[config.mk]
export PLATFORM = sky130hd
export DESIGN_NAME = qfm_norm
export DESIGN_NICKNAME = d
export VERILOG_FILES = /design/src/hw/rtl/qfm_pkg.sv /design/src/hw/rtl/qfm_norm.sv
export SDC_FILE = /design/constraint.sdc
export NUM_CORES = 1
export LEC_CHECK = 0
export BUFFER_PORTS_ARGS = -buffer_cell sky130_fd_sc_hd__buf_2
export CORE_AREA = 10 10 223 225
export DETAILED_ROUTE_END_ITERATION = 10
export DIE_AREA = 0 0 233 235
export PLACE_DENSITY = 0.3
export SYNTH_ARGS = -nofsm -noshare
export SYNTH_HDL_FRONTEND = slang
export SYNTH_SLANG_ARGS = --single-unit
[constraint.sdc]
create_clock -name vclk -period 8.9
set_input_delay 1.78 -clock vclk [all_inputs]
set_output_delay 1.78 -clock vclk [all_outputs]
set_load 0.02 [all_outputs]
[src/hw/rtl/qfm_pkg.sv]
// Shared types and constants for the binary128 multiplier.
`default_nettype none
package qfm_pkg;

  localparam int unsigned SIG_W   = 113;
  localparam int unsigned PROD_W  = 226;
  localparam int unsigned LIMB_W  = 32;
  localparam int unsigned NLIMB   = 4;
  localparam int unsigned NCELL   = NLIMB * NLIMB;
  localparam int unsigned EXP_W   = 15;
  localparam int unsigned FRAC_W  = 112;

  localparam logic [EXP_W-1:0] EXP_BIAS = 15'h3FFF;
  localparam logic [EXP_W-1:0] EXP_MAX  = 15'h7FFF;

  typedef struct packed {
    logic              valid;
    logic              sgn;
    logic              zero;
    logic [EXP_W:0]    esum;
    logic [SIG_W-1:0]  sa;
    logic [SIG_W-1:0]  sb;
    logic [PROD_W-1:0] acc;
  } stage_t;

  typedef struct packed {
    logic [63:0] product_high;
    logic [63:0] product_low;
    logic        overflow_flag;
    logic        underflow_flag;
  } result_t;

endpackage
`default_nettype wire

[src/hw/rtl/qfm_norm.sv]
// Final cell: normalizes, truncates and packs the product, with overflow and underflow handling.
`default_nettype none
module qfm_norm (
  input  wire qfm_pkg::stage_t stage_in,
  output qfm_pkg::result_t    res
);

  logic                       top;
  logic signed [17:0]         exc;
  logic [qfm_pkg::PROD_W-1:0] shifted;

  assign top     = stage_in.acc[qfm_pkg::PROD_W-1];
  assign exc     = $signed({2'b00, stage_in.esum}) - $signed({3'b000, qfm_pkg::EXP_BIAS})
                 + $signed({17'd0, top});
  assign shifted = stage_in.acc >> (qfm_pkg::FRAC_W + {7'd0, top});

  always_comb begin
    res = '0;
    res.product_high[63] = stage_in.sgn;
    if (stage_in.zero) begin
      res.product_low = '0;
    end else if (exc >= $signed({3'b000, qfm_pkg::EXP_MAX})) begin
      res.product_high[62:48] = qfm_pkg::EXP_MAX;
      res.overflow_flag       = 1'b1;
    end else if (exc <= 18'sd0) begin
      res.underflow_flag = 1'b1;
    end else begin
      res.product_high[62:48] = exc[14:0];
      res.product_high[47:0]  = shifted[111:64];
      res.product_low         = shifted[63:0];
    end
  end

endmodule
`default_nettype wire

# After elaboration in Yosys (flattened, before gate mapping)
# Index checks and enable logic that the tools add are counted.
[op_classes] add_sub_neg=3 magnitude_cmp=2 shifts=1 muxes=9
[op_table] cell="226-bit by 8-bit right shift with 112-bit output" count=1
[op_table] cell="127-bit 2-to-1 mux" count=1
[op_table] cell="112-bit 2-to-1 mux" count=1
[op_table] cell="64-bit 2-to-1 mux" count=1
[op_table] cell="63-bit 2-to-1 mux" count=1
[op_table] cell="17-bit by 2-bit adder with 18-bit output" count=1
[op_table] cell="18-bit by 16-bit greater-or-equal comparator with 1-bit output (second input constant)" count=1
[op_table] cell="18-bit by 1-bit less-or-equal comparator with 1-bit output (second input constant)" count=1
[op_table] cell="16-bit by 14-bit subtractor with 17-bit output (second input constant)" count=1
[op_table] cell="15-bit 2-to-1 mux" count=1
[op_table] cell="7-bit by 1-bit adder with 8-bit output (first input constant)" count=1
[op_table] cell="1-bit 2-to-1 mux" count=3
[op_table] cell="2-bit 2-to-1 mux" count=1
[word_totals] register_bits=0 inputBits=471 out_inout_bits=130 word_cells=15

# Logic depth before layout (Yosys ltp)
[logic_depth] word_depth=6 mapped_depth=15 mapped_depth_nobuf=12

# Least setup slack after synthesis
# OpenSTA, ideal clock, no wires.
[synth_timing] path_type="input-to-output" from="input port stage_in[460] (netlist bit)" to="output port res[67] (netlist bit)" t_arrival_ns=4.934 t_required_ns=7.120 path_slack_ns=2.186 cell_stages=12 path_buffers=3 path_cell_list="buf_4 > nand4_4 > or4_1 > xor2_1 > or4_1 > buf_2 > or4_4 > and2_1 > nand2_1 > o31ai_4 > buf_2 > nor3_1"
[synth_lines] element="start: declaration" line="qfm_norm.sv:4" rtl="input wire qfm_pkg::stage_t stage_in,"
[synth_lines] element="end: declaration" line="qfm_norm.sv:5" rtl="output qfm_pkg::result_t res"

==> impl_metrics.py <==
metrics = {
    "run_status": {
        "status": "completed",
    },
    "final_layout": {
        "layout-drive-gt1-share_pct": 53.7,
        "seq_area_um2": 0,
        "synthToLayoutAreaGrowth_pct": 49.2,
        "fill_cells": 5276,
        "seq_cells": 0,
        "clock_buffers": 0,
        "nNetsFinal": 1148,
        "final_cells": 1272,
        "num_antenna_cells": 0,
    },
    "power": {
        "p_comb_share_pct": 100.0,
        "seqPwrFrac_pct": 0,
        "p_sw_uw": 180,
        "netSwitchingFraction_pct": 63.9,
        "total_leakage_power_uw": 0.00242,
        "clkPwrFrac_pct": 0,
        "p_int_uw": 102,
        "ir_worst_vdd_v": 0.0000173,
        "power.density_nw_per_um2": 51.4,
    },
    "clocking": {
        "ctsHoldBuffers": 0,
        "ctsResizeCount": 0,
        "postCtsSetupBuffers": 0,
    },
    "worst_setup_path": {
        "cp-end-kind": "output port",
        "cp-startpoint": "stage_in[452]",
        "critPathMaxFanout": 55,
        "worst_setup_path_start_kind": "input port",
        "required_ps": 7120,
        "cp_slowest_stage_delay_ps": 580,
        "cpMaxStageDelayCell": "or4_1",
        "path_cells": "buf_2, ha_1, inv_1, or4_1, xor2_1, or4_1, o31ai_1, a2111oi_4, a21oi_2, o31ai_4, buf_12, nor3_1, buf_2",
        "critPathKind": "in -> out",
        "arrival_ps": 6090,
    },
    "sta": {
        "tightestPinTransition_ps": 959,
        "fin_setup_tns_ps": 0,
        "fin_crit_sh_pct": 88.5,
        "drv_slew": 0,
        "relSlewSlack_pct": 36.1,
        "finalHoldViolations": 0,
        "setup_viol": 0,
        "period_minus_slack_ps": 7870,
        "fmax_mhz": 127,
        "rsz0062_at_grt": "false",
    },
    "yosys": {
        "syn-num-nets": 929,
        "seq_area_frac_synth_pct": 0,
        "ys_types": 52,
        "synthCells": 455,
        "syn_area_um2": 3670,
        "synth_area_per_cell_um2": 8.07,
        "synth_warnings": 0,
    },
    "route": {
        "post_drt_wl_per_cell_um": 15.1,
        "vias": 4253,
        "firstDrtPassIters": 4,
        "drtIter0Drc": 137,
        "remaining_drc_errors": 0,
        "viasPerCell": 3.34,
        "drt.antenna.violating_nets": 0,
        "drt_wl_total_mm": 19.2,
    },
    "run": {
        "cap_violations": 0,
    },
    "global_routing": {
        "grt_pass1_vias": 4227,
        "antenna_found_initial": 0,
        "grt_max_degree": 58,
        "grt_overflow_total": 0,
        "track_usage_pct": 6.29,
        "grt_pass1_wl_mm": 27.6,
    },
    "die": {
        "dieArea_um2": 54800,
        "ios": 601,
        "rows": 78,
        "fp.coreArea_um2": 45100,
        "die_x_um": 233,
        "fp.dieH_um": 235,
        "initial_core_util_pct": 8.14,
    },
    "hold_path": {
        "hold_end": "res[129]",
        "hp-class": "in -> out",
        "min_path_cells": 0,
        "hp-start": "stage_in[469]",
    },
    "place": {
        "placedCellCount": 1272,
        "io_buffers": 260,
        "dp_hpwl_mm": 16.3,
        "place_congestion": 0.731,
    },
}
## layer usage
metal	share of wire, %	vias up	wire length [um]	track usage (%)
li1	-	2140	-	-
met1	45	1926	8660	8.15
met2	46	183	8880	10.9
met3	8.3	4	1590	1.36
met4	0.33	0	63	0.216
met5	0	-	0	0
## synth_stat cells (all sizes together), types with 2 or more instances
cell type | count | share of area [%]
and3b | 2 | 0.48
a31oi | 3 | 0.51
nand3 | 6 | 0.82
ha | 3 | 1.0
o211ai | 2 | 0.41
or2 | 2 | 0.34
nor4 | 2 | 0.51
and3 | 3 | 0.51
nor2 | 22 | 2.3
clkbuf | 30 | 3.1
and4b | 2 | 0.55
nand4b | 4 | 0.95
xor2 | 10 | 2.4
o32a | 3 | 0.82
mux2 | 2 | 0.61
mux2i | 114 | 31
o31ai | 4 | 1.2
or4 | 3 | 0.72
nor3 | 124 | 28
o22ai | 2 | 0.34
xnor2 | 18 | 4.3
nand2b | 3 | 0.51
or3 | 5 | 0.85
inv | 3 | 0.31
nand2 | 17 | 1.7
and2 | 4 | 0.68
nand4 | 7 | 1.6
nor2b | 3 | 0.51
a21oi | 16 | 2.3
o21ai | 3 | 0.41
buf | 21 | 6.9
## critical path: cells and delay by family
kind	cells	cell delay, ps
adders and majority gates	1	530
xor gates and xnor gates	1	230
AOI/OAI and AO/OA	4	1110
and+or+nand+nor	3	1610
buffers and inverters	4	800
## power by group through the flow
stage               clock network, uW  logic (uW)  registers [uW]
detailed placement                  0         288               0
floorplan                           0         194               0
CTS                                 0         288               0
global placement                    0         288               0
global route                        0         307               0
finish                              0         281               0
## worst max path at each step
stage / to / slack, ps / cells past startpoint
global placement: res[75] / 980 / 13
finish: res[75] / 1030 / 13
CTS: res[75] / 920 / 13
detailed placement: res[75] / 930 / 13
floorplan: res[67] / 2190 / 12
global route: res[75] / 770 / 13
## per-stage QoR
step	hold slack (ps)	instance area, um2	total power, uW	worst slack (ps)	utilization (%)
4_1_cts	3560	5480	288	923	12.1
6_report	3560	5480	281	1030	12.1
5_1_grt	3560	5480	307	768	12.1
2_1_floorplan	3670	3670	194	2190	-
3_5_place_dp	3560	5480	288	931	12.1
3_3_place_gp	3560	5480	288	977	12.1
## layout by cell type (no fill, tap or decap), types with 10 or more instances in the layout
cell	count
nor2_1	22
nor3_2	81
nor3_1	43
nand2_1	17
xnor2_1	18
xor2_1	10
mux2i_1	114
a21oi_1	15
buf_2	259
## final cells by class
cell class                 count  area, um2  area share (%)
multi-input combinational    401       3300            60.2
inverter                       3       11.3           0.206
tap                          600        751            13.7
timing repair buffer         268       1420            25.9
## cells by family (layout without fill, tap and decap cells)
group / Yosys count / count (layout) / synth area share, %
AOI/OAI and AO/OA: 44 / 44 / 9.14
xor gates and xnor gates: 28 / 28 / 6.68
adders and majority gates: 3 / 3 / 1.02
buffers and inverters: 54 / 271 / 10.2
muxes: 116 / 116 / 31.7
and+or+nand+nor: 210 / 210 / 41.2
Note: power is estimated with default switching activity, not from simulation.
