==> src/hw/rtl/qfm_pkg.sv <==
// Shared types and constants for the binary128 multiplier.
`default_nettype none
package qfm_pkg;

  localparam int unsigned SIG_W   = 113;
  localparam int unsigned PROD_W  = 226;
  localparam int unsigned LIMB_W  = 32;
  localparam int unsigned NLIMB   = 4;
  localparam int unsigned NCELL   = NLIMB * NLIMB;
  localparam int unsigned EXP_W   = 15;
  localparam int unsigned FRAC_W  = 112;

  localparam logic [EXP_W-1:0] EXP_BIAS = 15'h3FFF;
  localparam logic [EXP_W-1:0] EXP_MAX  = 15'h7FFF;

  typedef struct packed {
    logic              valid;
    logic              sgn;
    logic              zero;
    logic [EXP_W:0]    esum;
    logic [SIG_W-1:0]  sa;
    logic [SIG_W-1:0]  sb;
    logic [PROD_W-1:0] acc;
  } stage_t;

  typedef struct packed {
    logic [63:0] product_high;
    logic [63:0] product_low;
    logic        overflow_flag;
    logic        underflow_flag;
  } result_t;

endpackage
`default_nettype wire

==> src/hw/rtl/qfm_cell.sv <==
// One multiply-accumulate cell: adds a single 32x32 limb product into the running product.
`default_nettype none
module qfm_cell #(
  parameter int unsigned LIMB_A = 0,
  parameter int unsigned LIMB_B = 0
) (
  input  wire logic           clk,
  input  wire logic           rst_n,
  input  wire logic           en,
  input  wire qfm_pkg::stage_t stage_in,
  output qfm_pkg::stage_t     stage_out
);

  logic [127:0] sa_ext;
  logic [127:0] sb_ext;
  logic [31:0]  la;
  logic [31:0]  lb;
  logic [63:0]  pp;
  logic [qfm_pkg::PROD_W-1:0] pp_sh;
  qfm_pkg::stage_t nxt;
  logic valid_r;
  qfm_pkg::stage_t data_r;

  assign sa_ext = {15'd0, stage_in.sa};
  assign sb_ext = {15'd0, stage_in.sb};
  assign la     = sa_ext[LIMB_A*32 +: 32];
  assign lb     = sb_ext[LIMB_B*32 +: 32];
  assign pp     = {32'd0, la} * {32'd0, lb};
  assign pp_sh  = {{(qfm_pkg::PROD_W-64){1'b0}}, pp} << (32 * (LIMB_A + LIMB_B));

  always_comb begin
    nxt     = stage_in;
    nxt.acc = stage_in.acc + pp_sh;
  end

  always_ff @(posedge clk) begin
    if (!rst_n) begin
      valid_r <= 1'b0;
    end else if (en) begin
      valid_r <= stage_in.valid;
    end
  end

  always_ff @(posedge clk) begin
    if (en) begin
      data_r <= nxt;
    end
  end

  always_comb begin
    stage_out       = data_r;
    stage_out.valid = valid_r;
  end

endmodule
`default_nettype wire

==> config.mk <==
export PLATFORM = sky130hd
export DESIGN_NAME = qfm_cell
export DESIGN_NICKNAME = d
export VERILOG_FILES = /design/src/hw/rtl/qfm_pkg.sv /design/src/hw/rtl/qfm_cell.sv
export SDC_FILE = /design/constraint.sdc
export NUM_CORES = 2
export LEC_CHECK = 0
export BUFFER_PORTS_ARGS = -buffer_cell sky130_fd_sc_hd__buf_4
export CORE_UTILIZATION = 41
export CTS_BUF_LIST = sky130_fd_sc_hd__clkbuf_16
export CTS_CLUSTER_DIAMETER = 30
export DETAILED_ROUTE_END_ITERATION = 7
export PLACE_DENSITY = 0.57
export SLEW_MARGIN = 40
export SYNTH_ARGS = -nofsm -noshare
export SYNTH_HDL_FRONTEND = slang
export SYNTH_SLANG_ARGS = --single-unit
==> constraint.sdc <==
create_clock -name clk -period 20 [get_ports clk]
set_input_delay 4 -clock clk [delete_from_list [all_inputs] [get_ports clk]]
set_output_delay 4 -clock clk [all_outputs]
set_load 0.01 [all_outputs]
# After elaboration in Yosys (flattened, before gate mapping)

Index checks and enable logic that the tools add are counted.

Register bits: 471
Input bits: 474
Output and inout port bits: 471

$mul: 1
Add/sub/neg operators: 1

Operators with widths:

| kind             | number |
|---|---|
| $add 226x64->226 | 1 |
| $mul 32x32->64   | 1 |

# Depth between registers and ports, before layout

Depth after elaboration: 2
Gate-level depth with buffers: 30

# Least setup slack after synthesis

Ideal clock, no wire load.

Path kind: input -> register
Start point: input port stage_in[344] (netlist bit)
End point: register data_r, in the netlist stage_out[166], data pin
Path slack: 8.657 ns
Cell stages on the path: 27
Buffers on the path: 2
Data arrival time: 11.085 ns
Cells stage by stage: clkbuf_1 > and2_1 > fa_1 > inv_1 > fa_1 > inv_1 > fa_1 > inv_1 > fa_1 > inv_1 > fa_1 > fa_1 > fa_1 > inv_1 > fa_1 > inv_1 > ha_1 > nand2_1 > or4_4 > nor2_2 > o211ai_2 > a211oi_2 > o211ai_2 > o31ai_4 > buf_6 > nand3_1 > xnor2_1

RTL lines:

| item                   | line           | RTL |
|---|---|---|
| start: declaration     | qfm_cell.sv:10 | `input wire qfm_pkg::stage_t stage_in,` |
| end signal: assignment | qfm_cell.sv:46 | `data_r <= nxt;` |
| end: declaration       | qfm_cell.sv:22 | `qfm_pkg::stage_t data_r;` |

==> out/qor.csv <==
stage,metric,value,unit
detailed_routing,wl_per_cell,31.73,um
detailed_routing,viasPerCell,5.423,
global_routing,grt.busiest_layer,met2,
global_routing,grt_max_degree,87,
floorplanning,fp.coreArea,0.1315,sq mm
synthesis,syn_nets,7013,
sta,final.setup_skew,0,ns
worst_setup_path,cp_top_family,adder cells,
detailed_routing,postRouteAntennaNets,0,
global_routing,antenna_found_initial,65,
synthesis,synthArstFlopShare,0,
floorplanning,rows,133,
synthesis,ys_types,75,
worst_setup_path,path_max_fanout,33,
synthesis,synth_seq_cells,471,
final_layout,finalNonFillerCells,8047,
global_routing,grt_use_met1,0.5296,
worst_setup_path,start_kind,input pin,
clocking,cts_resized,0,
synthesis,synth_top_area_frac,0.3541,
sta,worstMarginPinSlew,0.9414,ns
min_path,hold_path.class,flip-flop to flip-flop,
final_layout,fin_nets,7861,
placement,place_ws,6.879,ns
flow_run,max_cap_violations,0,
clocking,cts_hold_buf,0,
detailed_routing,routed_wl,255300,um
worst_setup_path,path_class,input pin to flip-flop,
worst_setup_path,crit_buf_inv,6,
global_routing,grt_pass1_wl,356100,um
worst_setup_path,worstPathArrival,12.91,ns
worst_setup_path,crit_slowest_cell,xnor2_1,
placement,io_buffers,944,
sta,fin_ws,7.544,ns
synthesis,syn_area_per_cell,10.23,sq um
clocking,clock_path_buffers,3,
clocking,cts_setup_buffers,0,
worst_setup_path,cp_cell_sequence,buf_4 > and2_1 > fa_1 > fa_1 > fa_1 > inv_1 > fa_1 > inv_1 > fa_1 > fa_1 > fa_1 > inv_1 > fa_1 > inv_1 > ha_1 > a21oi_1 > o21a_1 > a2111oi_0 > and3_1 > o2111ai_1 > a21oi_1 > buf_4 > nand4_1 > xnor2_1,
sta,fin_crit,12.46,ns
final_layout,drive_above_1_share,0.1958,
floorplanning,fp.dieW,366.2,um
synthesis,ys.warnings.count,0,
worst_setup_path,cp-startpoint,stage_in[233],
worst_setup_path,critPathRequiredTime,20.46,ns
synthesis,synth_edf_count,470,
sta,setup_viol,0,
sta,fmax,80.28,MHz
worst_setup_path,max_stage_delay,0.67,ns
synthesis,synthTopCellsByArea,"fa_1 (35%), edfxtp_1 (26%), inv_1 (7.7%)",
clocking,cts.root.buffer_cell,clkbuf_16,
detailed_routing,firstDrtPassIters,6,
sta,finalCritPeriodShare,0.6228,
global_routing,grt_pass1_vias,44380,
run_status,status,"finished, final reports clean",
global_routing,grt_overflow,0,
synthesis,netlist_area,0.05438,sq mm
placement,place_congestion,1.024,
worst_setup_path,r2r-start,valid_r,
placement,dp_hpwl,209100,um
detailed_routing,vias,43640,
synthesis,yosysTopAreaCell,fa_1,
min_path,hold_start,valid_r,
floorplanning,die_h,366.2,um
sta,relSlewSlack,0.3562,
clocking,clkSlewWorstSetupHoldPaths,0.05,ns
worst_setup_path,cpMostUsedCell,fa_1,
floorplanning,io_pins,945,
sta,finalHoldViolCount,0,
clocking,cts_tree,yes,
sta,slew_violations,0,
placement,dp.cells,7798,
floorplanning,start_util,0.4137,
global_routing,met2_usage,0.5710,
sta,rsz0062_at_grt,false,
final_layout,syn_to_final_growth,23.90,%
detailed_routing,drt_iter0_drc,4425,
clocking,htree_levels,3,
floorplanning,dieArea,0.1341,sq mm
global_routing,groute.usage.overall,0.3843,
detailed_routing,drc,0,
clocking,clock_latency,0.77,ns
clocking,cts-buffers-inserted,121,
sta,finalSetupTns,0,ns
clocking,clock_sinks,471,
global_routing,met3_usage,0.09680,
synthesis,synth_cells,5318,
synthesis,synth_flop_cell,edfxtp_1,
worst_setup_path,critPathCaptureType,flip-flop,
synthesis,synth-seq-area-share,0.2599,
[tightest hold or removal path: stages (launching register included)]
cell     delay (ns)
dfxtp_1        0.31
mux2i_1        0.12
nor2b_1        0.05
[metrics by stage]
step	cell area (sq um)	hold slack, ns	utilization
after floorplan	54380	0.4839	-
after CTS	67330	0.5301	0.5122
after global placement	62920	0.5050	0.4786
final	67380	0.5288	0.5125
after global routing	67350	0.5752	0.5123
after detailed placement	63020	0.5214	0.4793
[final timing paths]
check | endpoint | depth (start not counted) | slack (ns)
min | valid_r | 2 | 0.53
max reg2reg | valid_r | 2 | 19.41
min reg2reg | valid_r | 2 | 0.53
max | stage_out[199] | 24 | 7.54
[state kept, by name (all words and copies together) (netlist names)]
| signal | flops |
|---|---|
| valid_r | 1 |
| stage_out | 470 |
[logic make-up (layout without fill, tap and decap cells)]
group / after synthesis / in the layout / synth area share
AOI/OAI and AO/OA: 255 / 255 / 0.03014
xor gates and xnor gates: 220 / 220 / 0.03543
adders and majority gates: 1221 / 1221 / 0.4137
buffers and inverters: 1351 / 2306 / 0.09396
DFF: 471 / 471 / 0.2599
muxes: 1 / 1 / 0.0001841
other: 0 / 19 / 0
and+or+nand+nor: 1799 / 1799 / 0.1667
[layout make-up]
| cell class | count | area [sq um] |
|---|---|---|
| Tap cell | 1755 | 2196 |
| Fill cell | 12260 | 64080 |
| Inverter | 1111 | 4170 |
| Antenna cell | 19 | 47.55 |
| Multi-Input combinational cell | 3496 | 35250 |
| Clock buffer | 122 | 3053 |
| Clock inverter | 108 | 1265 |
| Timing Repair Buffer | 965 | 7267 |
| Sequential cell | 471 | 14130 |
[synth_stat cells, drive strengths merged, types with 7 or more instances]
cell type,n
inv,1111
fa,962
nand2,732
and2,491
edfxtp,470
ha,259
clkbuf,221
xnor2,145
nor2,118
nand3,110
nand4,106
a21oi,101
nor3,80
xor2,75
o21ai,53
and3,46
nor4,30
a21o,20
and4,19
buf,19
o21a,14
o21bai,13
or3,13
nor2b,12
or2,12
nand2b,10
o211ai,8
o31ai,7
[per-layer routing]
layer  wire length [um]  share of wire
met1             106300           0.42
met2             112100           0.44
met3              23220          0.091
met4              13450          0.053
met5                177        0.00069
[layout by cell type, fill, tap and decap left out, drive strengths merged, types with 118 or more instances in the layout]
master,count
buf,965
ha,259
and2,491
clkbuf,122
nor2,118
edfxtp,470
nand2,732
xnor2,145
fa,962
inv,1148
Power is not shown: default switching activity piles up to over one toggle a cycle in this logic, so the estimate is an artifact.
